### config.mk
export PLATFORM = sky130hd
export DESIGN_NAME = date_time_offset_adder
export DESIGN_NICKNAME = d
export VERILOG_FILES = /design/src/hw/rtl/dtoa_pkg.sv /design/src/hw/rtl/dtoa_sub_unit.sv /design/src/hw/rtl/date_time_offset_adder.sv
export SDC_FILE = /design/constraint.sdc
export NUM_CORES = 1
export LEC_CHECK = 0
export ABC_AREA = 1
export BUFFER_PORTS_ARGS = -buffer_cell sky130_fd_sc_hd__buf_4
export CAP_MARGIN = 20
export CORE_MARGIN = 2
export CORE_UTILIZATION = 30
export CTS_BUF_LIST = sky130_fd_sc_hd__clkbuf_4
export DETAILED_ROUTE_END_ITERATION = 8
export SLEW_MARGIN = 20
export SYNTH_ARGS = -nofsm -noshare
export SYNTH_HDL_FRONTEND = slang
export SYNTH_HIERARCHICAL = 1
export SYNTH_SLANG_ARGS = --single-unit
### constraint.sdc
create_clock -name clk_i -period 6.53 [get_ports clk_i]
set_input_delay 1.306 -clock clk_i [delete_from_list [all_inputs] [get_ports clk_i]]
set_output_delay 1.306 -clock clk_i [all_outputs]
set_load 0.01 [all_outputs]
### src/hw/rtl/dtoa_pkg.sv
package dtoa_pkg;

  // stream payload widths, whole bytes
  localparam int unsigned InDataW  = 80;
  localparam int unsigned OutDataW = 40;

  // field widths
  localparam int unsigned DayW        = 5;
  localparam int unsigned MonthW      = 4;
  localparam int unsigned YearFieldW  = 14;
  localparam int unsigned DayOffFldW  = 16;
  localparam int unsigned HourW       = 5;
  localparam int unsigned MinW        = 6;
  localparam int unsigned SecW        = 6;
  localparam int unsigned AddHourW    = 8;

  // time carries
  localparam logic [5:0] SecPerMin  = 6'd60;
  localparam logic [5:0] MinPerHour = 6'd60;
  localparam logic [4:0] HourPerDay = 5'd24;

  // calendar constants
  localparam logic [3:0] MonthJan  = 4'd1;
  localparam logic [3:0] MonthFeb  = 4'd2;
  localparam logic [3:0] MonthDec  = 4'd12;
  localparam logic [4:0] LeapFebLen = 5'd29;

  typedef logic [DayW-1:0]   day_t;
  typedef logic [MonthW-1:0] month_t;

  localparam day_t MonthLenTab [12] = '{
    5'd31, 5'd28, 5'd31, 5'd30, 5'd31, 5'd30,
    5'd31, 5'd31, 5'd30, 5'd31, 5'd30, 5'd31
  };

  // days in a month, month taken as 1..12
  function automatic day_t month_len(month_t m, logic leap);
    month_t idx;
    idx = m - MonthJan;
    if (m == MonthFeb && leap) begin
      return LeapFebLen;
    end else if (idx < MonthDec) begin
      return MonthLenTab[idx];
    end else begin
      return 5'd31;
    end
  endfunction

endpackage

### src/hw/rtl/dtoa_sub_unit.sv
module dtoa_sub_unit #(
  parameter int unsigned Width = 17
) (
  input  logic [Width-1:0] a_i,
  input  logic [Width-1:0] b_i,
  output logic [Width-1:0] diff_o,
  output logic             borrow_o,
  output logic             zero_o
);

  logic [Width:0] full;

  // shared subtract with borrow and zero flag
  assign full     = {1'b0, a_i} - {1'b0, b_i};
  assign diff_o   = full[Width-1:0];
  assign borrow_o = full[Width];
  assign zero_o   = (full[Width-1:0] == '0);

endmodule

### src/hw/rtl/date_time_offset_adder.sv
// sequence: after accept, seconds carry into minutes, minutes into hours, hours
//   into the day count, then the day count is walked off month by month and the
//   result is held until taken
// throughput: a new item is accepted only when idle, after the last result is
//   taken; the month walk runs through the shared subtract unit, one month a step
// reset: rst_ni clears the sequencer to idle; no result is pending after reset
module date_time_offset_adder #(
  parameter int unsigned DAY_OFFSET_BITS = 16,
  parameter int unsigned YEAR_BITS       = 14
) (
  input  logic                         clk_i,
  input  logic                         rst_ni,
  // start_day, start_month, start_year, day_offset, start_hour, start_minute,
  // start_second, add_hours, add_minutes, add_seconds, zero pad
  input  logic [dtoa_pkg::InDataW-1:0]  s_axis_tdata,
  input  logic                         s_axis_tvalid,
  output logic                         s_axis_tready,
  // end_day, end_month, end_year, end_hour, end_minute, end_second
  output logic [dtoa_pkg::OutDataW-1:0] m_axis_tdata,
  output logic                         m_axis_tvalid,
  input  logic                         m_axis_tready
);

  import dtoa_pkg::*;

  localparam int unsigned UnitW  = DAY_OFFSET_BITS + 1;
  localparam int unsigned DoUsed = (DAY_OFFSET_BITS < DayOffFldW) ? DAY_OFFSET_BITS
                                                                  : DayOffFldW;
  localparam int unsigned YUsed  = (YEAR_BITS < YearFieldW) ? YEAR_BITS : YearFieldW;

  localparam logic [2:0] StIdle = 3'd0;
  localparam logic [2:0] StSec  = 3'd1;
  localparam logic [2:0] StMin  = 3'd2;
  localparam logic [2:0] StHour = 3'd3;
  localparam logic [2:0] StWalk = 3'd4;
  localparam logic [2:0] StOut  = 3'd5;

  logic [2:0]           state_q, state_d;
  day_t                 day_q, day_d;
  month_t               month_q, month_d;
  logic [YEAR_BITS-1:0] year_q, year_d;
  logic [UnitW-1:0]     days_q, days_d;
  logic [8:0]           hour_q, hour_d;
  logic [7:0]           min_q, min_d;
  logic [6:0]           sec_q, sec_d;

  // input fields
  day_t                 in_day;
  month_t               in_month;
  logic [YearFieldW-1:0] in_year;
  logic [DayOffFldW-1:0] in_days;
  logic [HourW-1:0]     in_hour;
  logic [MinW-1:0]      in_min;
  logic [SecW-1:0]      in_sec;
  logic [AddHourW-1:0]  in_add_h;
  logic [MinW-1:0]      in_add_m;
  logic [SecW-1:0]      in_add_s;

  assign in_day   = s_axis_tdata[4:0];
  assign in_month = s_axis_tdata[8:5];
  assign in_year  = s_axis_tdata[22:9];
  assign in_days  = s_axis_tdata[38:23];
  assign in_hour  = s_axis_tdata[43:39];
  assign in_min   = s_axis_tdata[49:44];
  assign in_sec   = s_axis_tdata[55:50];
  assign in_add_h = s_axis_tdata[63:56];
  assign in_add_m = s_axis_tdata[69:64];
  assign in_add_s = s_axis_tdata[75:70];

  // start date clamped into range
  logic [YEAR_BITS-1:0] ld_year;
  month_t               ld_month;
  day_t                 ld_len;
  day_t                 ld_day;

  always_comb begin
    ld_year = YEAR_BITS'(in_year[YUsed-1:0]);
    if (in_month < MonthJan) begin
      ld_month = MonthJan;
    end else if (in_month > MonthDec) begin
      ld_month = MonthDec;
    end else begin
      ld_month = in_month;
    end
    ld_len = month_len(ld_month, ld_year[1:0] == 2'b00);
    if (in_day == '0) begin
      ld_day = 5'd1;
    end else if (in_day > ld_len) begin
      ld_day = ld_len;
    end else begin
      ld_day = in_day;
    end
  end

  // walk step operands
  day_t walk_len;
  day_t walk_rem;

  assign walk_len = month_len(month_q, year_q[1:0] == 2'b00);
  assign walk_rem = walk_len - day_q;

  // shared subtract unit, operands picked by state
  logic [UnitW-1:0] unit_a, unit_b, unit_diff;
  logic             unit_borrow, unit_zero;

  always_comb begin
    case (state_q)
      StSec: begin
        unit_a = UnitW'(sec_q);
        unit_b = UnitW'(SecPerMin);
      end
      StMin: begin
        unit_a = UnitW'(min_q);
        unit_b = UnitW'(MinPerHour);
      end
      StHour: begin
        unit_a = UnitW'(hour_q);
        unit_b = UnitW'(HourPerDay);
      end
      default: begin
        unit_a = days_q;
        unit_b = UnitW'(walk_rem);
      end
    endcase
  end

  dtoa_sub_unit #(
    .Width (UnitW)
  ) u_sub (
    .a_i      (unit_a),
    .b_i      (unit_b),
    .diff_o   (unit_diff),
    .borrow_o (unit_borrow),
    .zero_o   (unit_zero)
  );

  // sequencer
  always_comb begin
    state_d = state_q;
    day_d   = day_q;
    month_d = month_q;
    year_d  = year_q;
    days_d  = days_q;
    hour_d  = hour_q;
    min_d   = min_q;
    sec_d   = sec_q;
    case (state_q)
      StIdle: begin
        if (s_axis_tvalid) begin
          day_d   = ld_day;
          month_d = ld_month;
          year_d  = ld_year;
          days_d  = UnitW'(in_days[DoUsed-1:0]);
          sec_d   = 7'(in_sec) + 7'(in_add_s);
          min_d   = 8'(in_min) + 8'(in_add_m);
          hour_d  = 9'(in_hour) + 9'(in_add_h);
          state_d = StSec;
        end
      end
      // seconds carry into minutes
      StSec: begin
        if (!unit_borrow) begin
          sec_d = unit_diff[6:0];
          min_d = min_q + 8'd1;
        end else begin
          state_d = StMin;
        end
      end
      // minutes carry into hours
      StMin: begin
        if (!unit_borrow) begin
          min_d  = unit_diff[7:0];
          hour_d = hour_q + 9'd1;
        end else begin
          state_d = StHour;
        end
      end
      // hours carry into the day count
      StHour: begin
        if (!unit_borrow) begin
          hour_d = unit_diff[8:0];
          days_d = days_q + UnitW'(1);
        end else begin
          state_d = StWalk;
        end
      end
      // one month per step
      StWalk: begin
        if (days_q == '0) begin
          state_d = StOut;
        end else if (!unit_borrow && !unit_zero) begin
          days_d = unit_diff;
          day_d  = '0;
          if (month_q == MonthDec) begin
            month_d = MonthJan;
            year_d  = year_q + YEAR_BITS'(1);
          end else begin
            month_d = month_q + 4'd1;
          end
        end else begin
          day_d  = day_q + days_q[4:0];
          days_d = '0;
        end
      end
      StOut: begin
        if (m_axis_tready) begin
          state_d = StIdle;
        end
      end
      default: begin
        state_d = StIdle;
      end
    endcase
  end

  always_ff @(posedge clk_i or negedge rst_ni) begin
    if (!rst_ni) begin
      state_q <= StIdle;
    end else begin
      state_q <= state_d;
    end
  end

  // working registers, no reset needed
  always_ff @(posedge clk_i) begin
    day_q   <= day_d;
    month_q <= month_d;
    year_q  <= year_d;
    days_q  <= days_d;
    hour_q  <= hour_d;
    min_q   <= min_d;
    sec_q   <= sec_d;
  end

  // handshake and result item
  assign s_axis_tready = (state_q == StIdle);
  assign m_axis_tvalid = (state_q == StOut);
  assign m_axis_tdata  = {sec_q[5:0], min_q[5:0], hour_q[4:0],
                          YearFieldW'(year_q), month_q, day_q};

endmodule

=== Word level (Yosys, flattened, before mapping) ===
Memories as Yosys holds them, arrays and structs flattened.
Index checks and enable logic that the tools add are counted.

* Word-level logic and storage cells: 128
* Output and inout port bits: 42
* Memories: 2
* Register bits: 67
* ROM bits: 160

{| class="wikitable"
|+ Memory list
! memory !! words !! width !! read ports !! clocked after Yosys merged registers in !! write ports !! RTL line !! text
|-
| (no name shown) || 16 || 5 || 1 || 0 || 0 || dtoa_pkg.sv:43 || <nowiki>return MonthLenTab[idx];</nowiki>
|-
| (no name shown) || 16 || 5 || 1 || 0 || 0 || dtoa_pkg.sv:43 ||
|}

* Reductions and logical operators: 25
* Multiplexer cells: 51
* $lt $le $gt $ge: 7
* Bitwise operators: 2
* Eq/ne operators: 20
* Add/sub/neg operators: 13

{| class="wikitable"
|+ Operators with widths
! kind !! number
|-
| $pmux W17 S3 || 2
|-
| $mux W17 || 4
|-
| $mux W5 || 13
|-
| $mux W14 || 4
|-
| $logic_not A17 Y1 || 2
|-
| $pmux W14 S2 || 1
|-
| $mux W9 || 3
|-
| $pmux W9 S3 || 1
|-
| $mux W4 || 6
|-
| $mux W8 || 3
|-
| $pmux W8 S3 || 1
|-
| $mux W3 || 6
|-
| $pmux W3 S6 || 1
|-
| $sub A17 B6 Y18 || 1
|-
| $add A17 B1 Y17 const B || 1
|-
| $ne A2 B2 Y1 const B || 8
|-
| $reduce_and A4 Y1 || 4
|-
| $add A14 B1 Y14 const B || 1
|-
| $add A6 B6 Y7 || 2
|-
| $mux W7 || 2
|-
| $pmux W7 S2 || 1
|-
| $pmux W6 S2 || 1
|-
| $ge A5 B5 Y1 const B || 2
|-
| $not A4 Y5 || 2
|-
| 30 further kinds || 46
|}

=== Longest topological paths before layout ===
* Word-level depth: 16
* Mapped depth: 39
* Mapped depth without buffers: 38

=== Hierarchy ===
Netlist, hierarchy kept.

{| class="wikitable"
|+ By module, submodules not included
! module !! area each (um^2) !! cells each !! times used
|-
| date_time_offset_adder || 6098.3 || 888 || 1
|-
| dtoa_sub_unit || 1282.5 || 256 || 1
|}

=== Worst setup path before layout ===
OpenSTA, ideal clock, no wires.

* Kind: register to register
* From: register month_q[0]
* To: register year_q[0] (enable)
* Setup time: 390 ps
* Cell stages (with the launch flop): 28
* Buffers on the path: 0
* Path slack: 1652 ps
* Required time: 6140 ps
* Arrival time: 4488 ps
* Cells stage by stage: edfxtp_1 > inv_1 > ha_1 > xnor2_1 > o21ai_0 > nand2_1 > nand2_1 > nor2_1 > ha_1 > inv_1 > fa_1 > nor2_1 > o21ai_0 > nand2_1 > inv_1 > ha_1 > or2_1 > nand3_1 > nand2_2 > nand2_2 > nand2_2 > nand2_1 > nand2_1 > nand4_1 > nor2_1 > nor2_1 > o21ai_0 > a21oi_1

* Cells in the longest elaborated chain, start to end: 15

{| class="wikitable"
|+ RTL lines
! what !! RTL line !! text
|-
| start, declared || date_time_offset_adder.sv:40 || <nowiki>month_t month_q, month_d;</nowiki>
|-
| start signal, assigned || date_time_offset_adder.sv:227 || <nowiki>month_q <= month_d;</nowiki>
|-
| $sub A4 B1 Y4 || dtoa_pkg.sv:39 || <nowiki>idx = m - MonthJan;</nowiki>
|-
| $not A4 Y5 (implied by the code) || dtoa_pkg.sv:43 ||
|-
| $mem_v2 Z16 W5 || - ||
|-
| $mux W5 (implied by the code) (2 in series) || dtoa_pkg.sv:43 ||
|-
| $mux W5 || dtoa_pkg.sv:42 || <nowiki>end else if (idx < MonthDec) begin</nowiki>
|-
| $mux W5 * || dtoa_pkg.sv:40 || <nowiki>if (m == MonthFeb && leap) begin</nowiki>
|-
| $sub A5 B5 Y5 * || date_time_offset_adder.sv:100 || <nowiki>assign walk_rem = walk_len - day_q;</nowiki>
|-
| $pmux W6 S2 * || date_time_offset_adder.sv:107 || <nowiki>case (state_q)</nowiki>
|-
| named net unit_b[2] || date_time_offset_adder.sv:103 || <nowiki>logic [UnitW-1:0] unit_a, unit_b, unit_diff;</nowiki>
|-
| $sub A17 B6 Y18 * || dtoa_sub_unit.sv:14 || <nowiki>assign full = {1'b0, a_i} - {1'b0, b_i};</nowiki>
|-
| $logic_not A17 Y1 * || dtoa_sub_unit.sv:17 || <nowiki>assign zero_o = (full[Width-1:0] == '0);</nowiki>
|-
| named net unit_zero || date_time_offset_adder.sv:104 || <nowiki>logic unit_borrow, unit_zero;</nowiki>
|-
| $logic_not A1 Y1 * || date_time_offset_adder.sv:191 || <nowiki>end else if (!unit_borrow && !unit_zero) begin</nowiki>
|-
| $logic_and A1 B1 Y1 * || date_time_offset_adder.sv:191 ||
|-
| $ne A2 B2 Y1 (no source line) * || - ||
|-
| $reduce_and A5 Y1 (no source line) * || - ||
|-
| end signal, assigned || date_time_offset_adder.sv:228 || <nowiki>year_q <= year_d;</nowiki>
|-
| end, declared || date_time_offset_adder.sv:41 || <nowiki>logic [YEAR_BITS-1:0] year_q, year_d;</nowiki>
|}

Mark *: on every way through the listed nets, which the timed path passes. The rest lies on a longest branch. The select of a mux whose other input is x is not followed.
A chain may end at the register's enable or synchronous reset.

=== Worst setup path in the final report ===
* From: register month_q[0]
* To: register hour_q[8] (enable)

* Cells in the longest elaborated chain, start to end: 12

{| class="wikitable"
|+ RTL lines
! what !! RTL line !! text
|-
| $sub A4 B1 Y4 || dtoa_pkg.sv:39 ||
|-
| $not A4 Y5 (implied by the code) || dtoa_pkg.sv:43 ||
|-
| $mem_v2 Z16 W5 || - ||
|-
| $mux W5 (implied by the code) (2 in series) || dtoa_pkg.sv:43 ||
|-
| $mux W5 || dtoa_pkg.sv:42 ||
|-
| $mux W5 * || dtoa_pkg.sv:40 ||
|-
| $sub A5 B5 Y5 * || date_time_offset_adder.sv:100 ||
|-
| $pmux W6 S2 * || date_time_offset_adder.sv:107 ||
|-
| named net unit_b[2] || date_time_offset_adder.sv:103 ||
|-
| $sub A17 B6 Y18 * || dtoa_sub_unit.sv:14 ||
|-
| named net unit_borrow || date_time_offset_adder.sv:104 ||
|-
| $ne A2 B2 Y1 (no source line) || - ||
|-
| $reduce_and A4 Y1 (no source line) * || - ||
|-
| end signal, assigned || date_time_offset_adder.sv:230 || <nowiki>hour_q <= hour_d;</nowiki>
|-
| end, declared || date_time_offset_adder.sv:43 || <nowiki>logic [8:0] hour_q, hour_d;</nowiki>
|}

Marks and branches as above.

==> out/summary.txt <==
Post-Route WL: 21,400 um
Worst R2R Setup Slack: 1.25 ns
CTS max path bufs: 2
# clock sinks: 67
Yosys warning count: 6
Residual DRC: 0
Most frequent cells in the layout: nand2_1, inv_1, buf_4
Num rows: 57
Unrepaired setup endpoints after global routing: no
Layout fillers: 2,653
Worst setup endpoint: hour_q[8]$_DFFE_PP_
Gr usage total: 16.8%
Starting Density: 30.4%
Arrival @ worst endpoint: 5.40 ns
P per Cell Area: 506 mW/mm^2
Fin Clk Skew: 0.0237 ns
Die H: 161 um
Cts hold-fix bufs: 0
Distinct cells, synth: 43
Placeable Area: 0.0242 sq mm
Critical R2R Launch: month_q[0]$_DFFE_PP_
FF+latch count, synth: 67
Max Fclk: 0.189 GHz
Critical path peak fanout: 9
Final GP Congestion: 0.877
Final setup fails: 0
Worst Setup Start Kind: flip-flop
Slowest-stage cell, CP: a221oi_1
Clock root cell: clkbuf_4
Slowest Stage Delay on Critical Path: 0.65 ns
Commonest non-fill, non-tap cell in the layout: nand2_1
WP buf/inv: 5
Pre-antenna DRT Iters: 5
Grt ovf: 0
First-pass GRT wire length: 34,800 um
Syn Area/Cell: 6.45 sq um
Initial antenna violation count: 1
Sum Neg Setup Slack: 0 ns
Worst-case reg-to-reg path depth: 25
PnR Total Power: 4400 uW
Worst VDD drop: 0.255 mV
Average routed wire per standard cell: 13.5 um
Reg2reg end: hour_q[8]$_DFFE_PP_
# Post-CTS Setup Buffers: 0
Nets: 1,399
Final Max Tran Viols: 0
I/O Pins: 126
Critical Path End Type: flip-flop
Crit path time final: 5.28 ns
Die X: 161 um
Worst EP required: 6.65 ns
Sequential area share after synthesis: 27.1%
Worst min path class: input pin to async pin
Post-cts resize count: 0
Worst skew pair latency: 0.46 ns
CTS buffer count: 9
HPWL Detailed: 17,500 um
Crit path launch: month_q[0]$_DFFE_PP_
Fin. Hold Viols: 0
Area growth, synth to finish: 17.8%
Largest net degree at the start of global routing: 27
Reg clk slew, reported paths: 0.14 ns
Slew headroom: 31.0%
Max Cap Viol: 0
Synth Flop Type: edfxtp_1
Hold_ws: 0.600 ns
Die area: 0.0259 sq mm
Input/output buffers: 121
Crit path kind: flip-flop to flip-flop
Fin crit share: 80.9%
Async S/R FF share, synth: 4.48%
Outcome: finished clean
Vias in the first global route: 7,008
LEAKAGE: 0.00450 uW
Worst slew pin tran: 1.03 ns
Synthesized area: 0.00738 sq mm
Place WS: 1.27 ns
Stages on worst setup path: 25
CTS tree: done
Via density per instance: 4.71
Most common cell on crit path: inv_1
Via count: 7,474
DR iter-0 viols: 607
CP delay by family, top: compound AO/OA/AOI/OAI gates
Post-synth EDFFs: 64
Mapped Cells: 1,144
CTS H-tree depth: 3
Antenna Nets Post-Route: 0
Final worst slack: 1.25 ns
Share of cells above drive strength 1: 14.5%
## layout make-up
type	instances	area (sq um)	area share, %
tap	324	405	4.66
clock inverter	6	91.3	1.05
clock buffer	10	75.1	0.863
inverter	197	749	8.62
antenna	1	2.50	0.0288
sequential	67	2000	23.0
multi-input combinational	858	4450	51.1
timing repair buffer	124	931	10.7
## worst min path at each step
| stage | endpoint | cells after the start | slack, ns | from |
|---|---|---|---|---|
| global placement | state_q[0]$_DFFE_PN0P_ | 2 | 0.63 | state_q[0]$_DFFE_PN0P_ |
| global route | state_q[1]$_DFFE_PN0P_ | 1 | 0.58 | rst_ni |
| detailed placement | state_q[0]$_DFFE_PN0P_ | 2 | 0.62 | state_q[0]$_DFFE_PN0P_ |
| floorplan | state_q[0]$_DFFE_PN0P_ | 2 | 0.57 | state_q[0]$_DFFE_PN0P_ |
| finish | state_q[1]$_DFFE_PN0P_ | 1 | 0.60 | rst_ni |
| CTS | state_q[1]$_DFFE_PN0P_ | 1 | 0.56 | rst_ni |
## power breakdown
group,switching (uW),leakage (uW),internal (uW)
clock network,180,0.0000905,161
logic,2040,0.00376,978
registers,257,0.000643,794
## cell families (layout without fill, tap and decap cells)
family                   Yosys count  count (layout)  synth area share [%]
flip-flops                        67              67                  27.1
other                              1              12                0.0508
adder cells (fa/ha/maj)           58              58                  10.4
AO/OA/AOI/OAI                    116             116                  8.98
buffers and inverters            229             337                  13.3
XOR/XNOR                          15              15                  1.78
AND/OR/NAND/NOR                  658             658                  38.4
## cells in the mapped netlist (7+ instances only)
| cell type | instances | area share (%) |
|---|---|---|
| and2_1 | 7 | 0.59 |
| nand2_2 | 14 | 1.2 |
| o21ai_0 | 49 | 3.3 |
| nand3b_1 | 8 | 0.81 |
| o22ai_1 | 7 | 0.59 |
| inv_1 | 190 | 9.7 |
| buf_4 | 20 | 2.0 |
| or2_2 | 7 | 0.59 |
| nand2_1 | 379 | 19 |
| nand4_1 | 17 | 1.4 |
| nor3_1 | 7 | 0.47 |
| nor2_1 | 101 | 5.1 |
| xor2_1 | 11 | 1.3 |
| nand3_1 | 105 | 7.1 |
| a21oi_1 | 39 | 2.6 |
| edfxtp_1 | 64 | 26 |
| ha_1 | 52 | 8.8 |
| buf_2 | 9 | 0.61 |
## routing by layer
metal / part of all wire, % / GRT usage, %
met5: 0 / 0
met4: 2.1 / 5.80
met3: 6.0 / 2.53
met2: 45 / 27.3
met1: 47 / 22.7
## metrics by stage
stage | area [sq um] | utilization (%) | instances
finish | 8700 | 35.9 | 1587
CTS | 8690 | 35.9 | 1586
global route | 8700 | 35.9 | 1587
detailed placement | 8530 | 35.2 | 1570
floorplan | 7420 | - | 1154
global placement | 8530 | 35.2 | 1570
## registers in the layout (all words and copies together) (netlist names)
name and count:
min_q 8, days_q 17, day_q 5, year_q 14
state_q 3, hour_q 9, sec_q 7, month_q 4
Note: power is estimated with default switching activity, not from simulation.
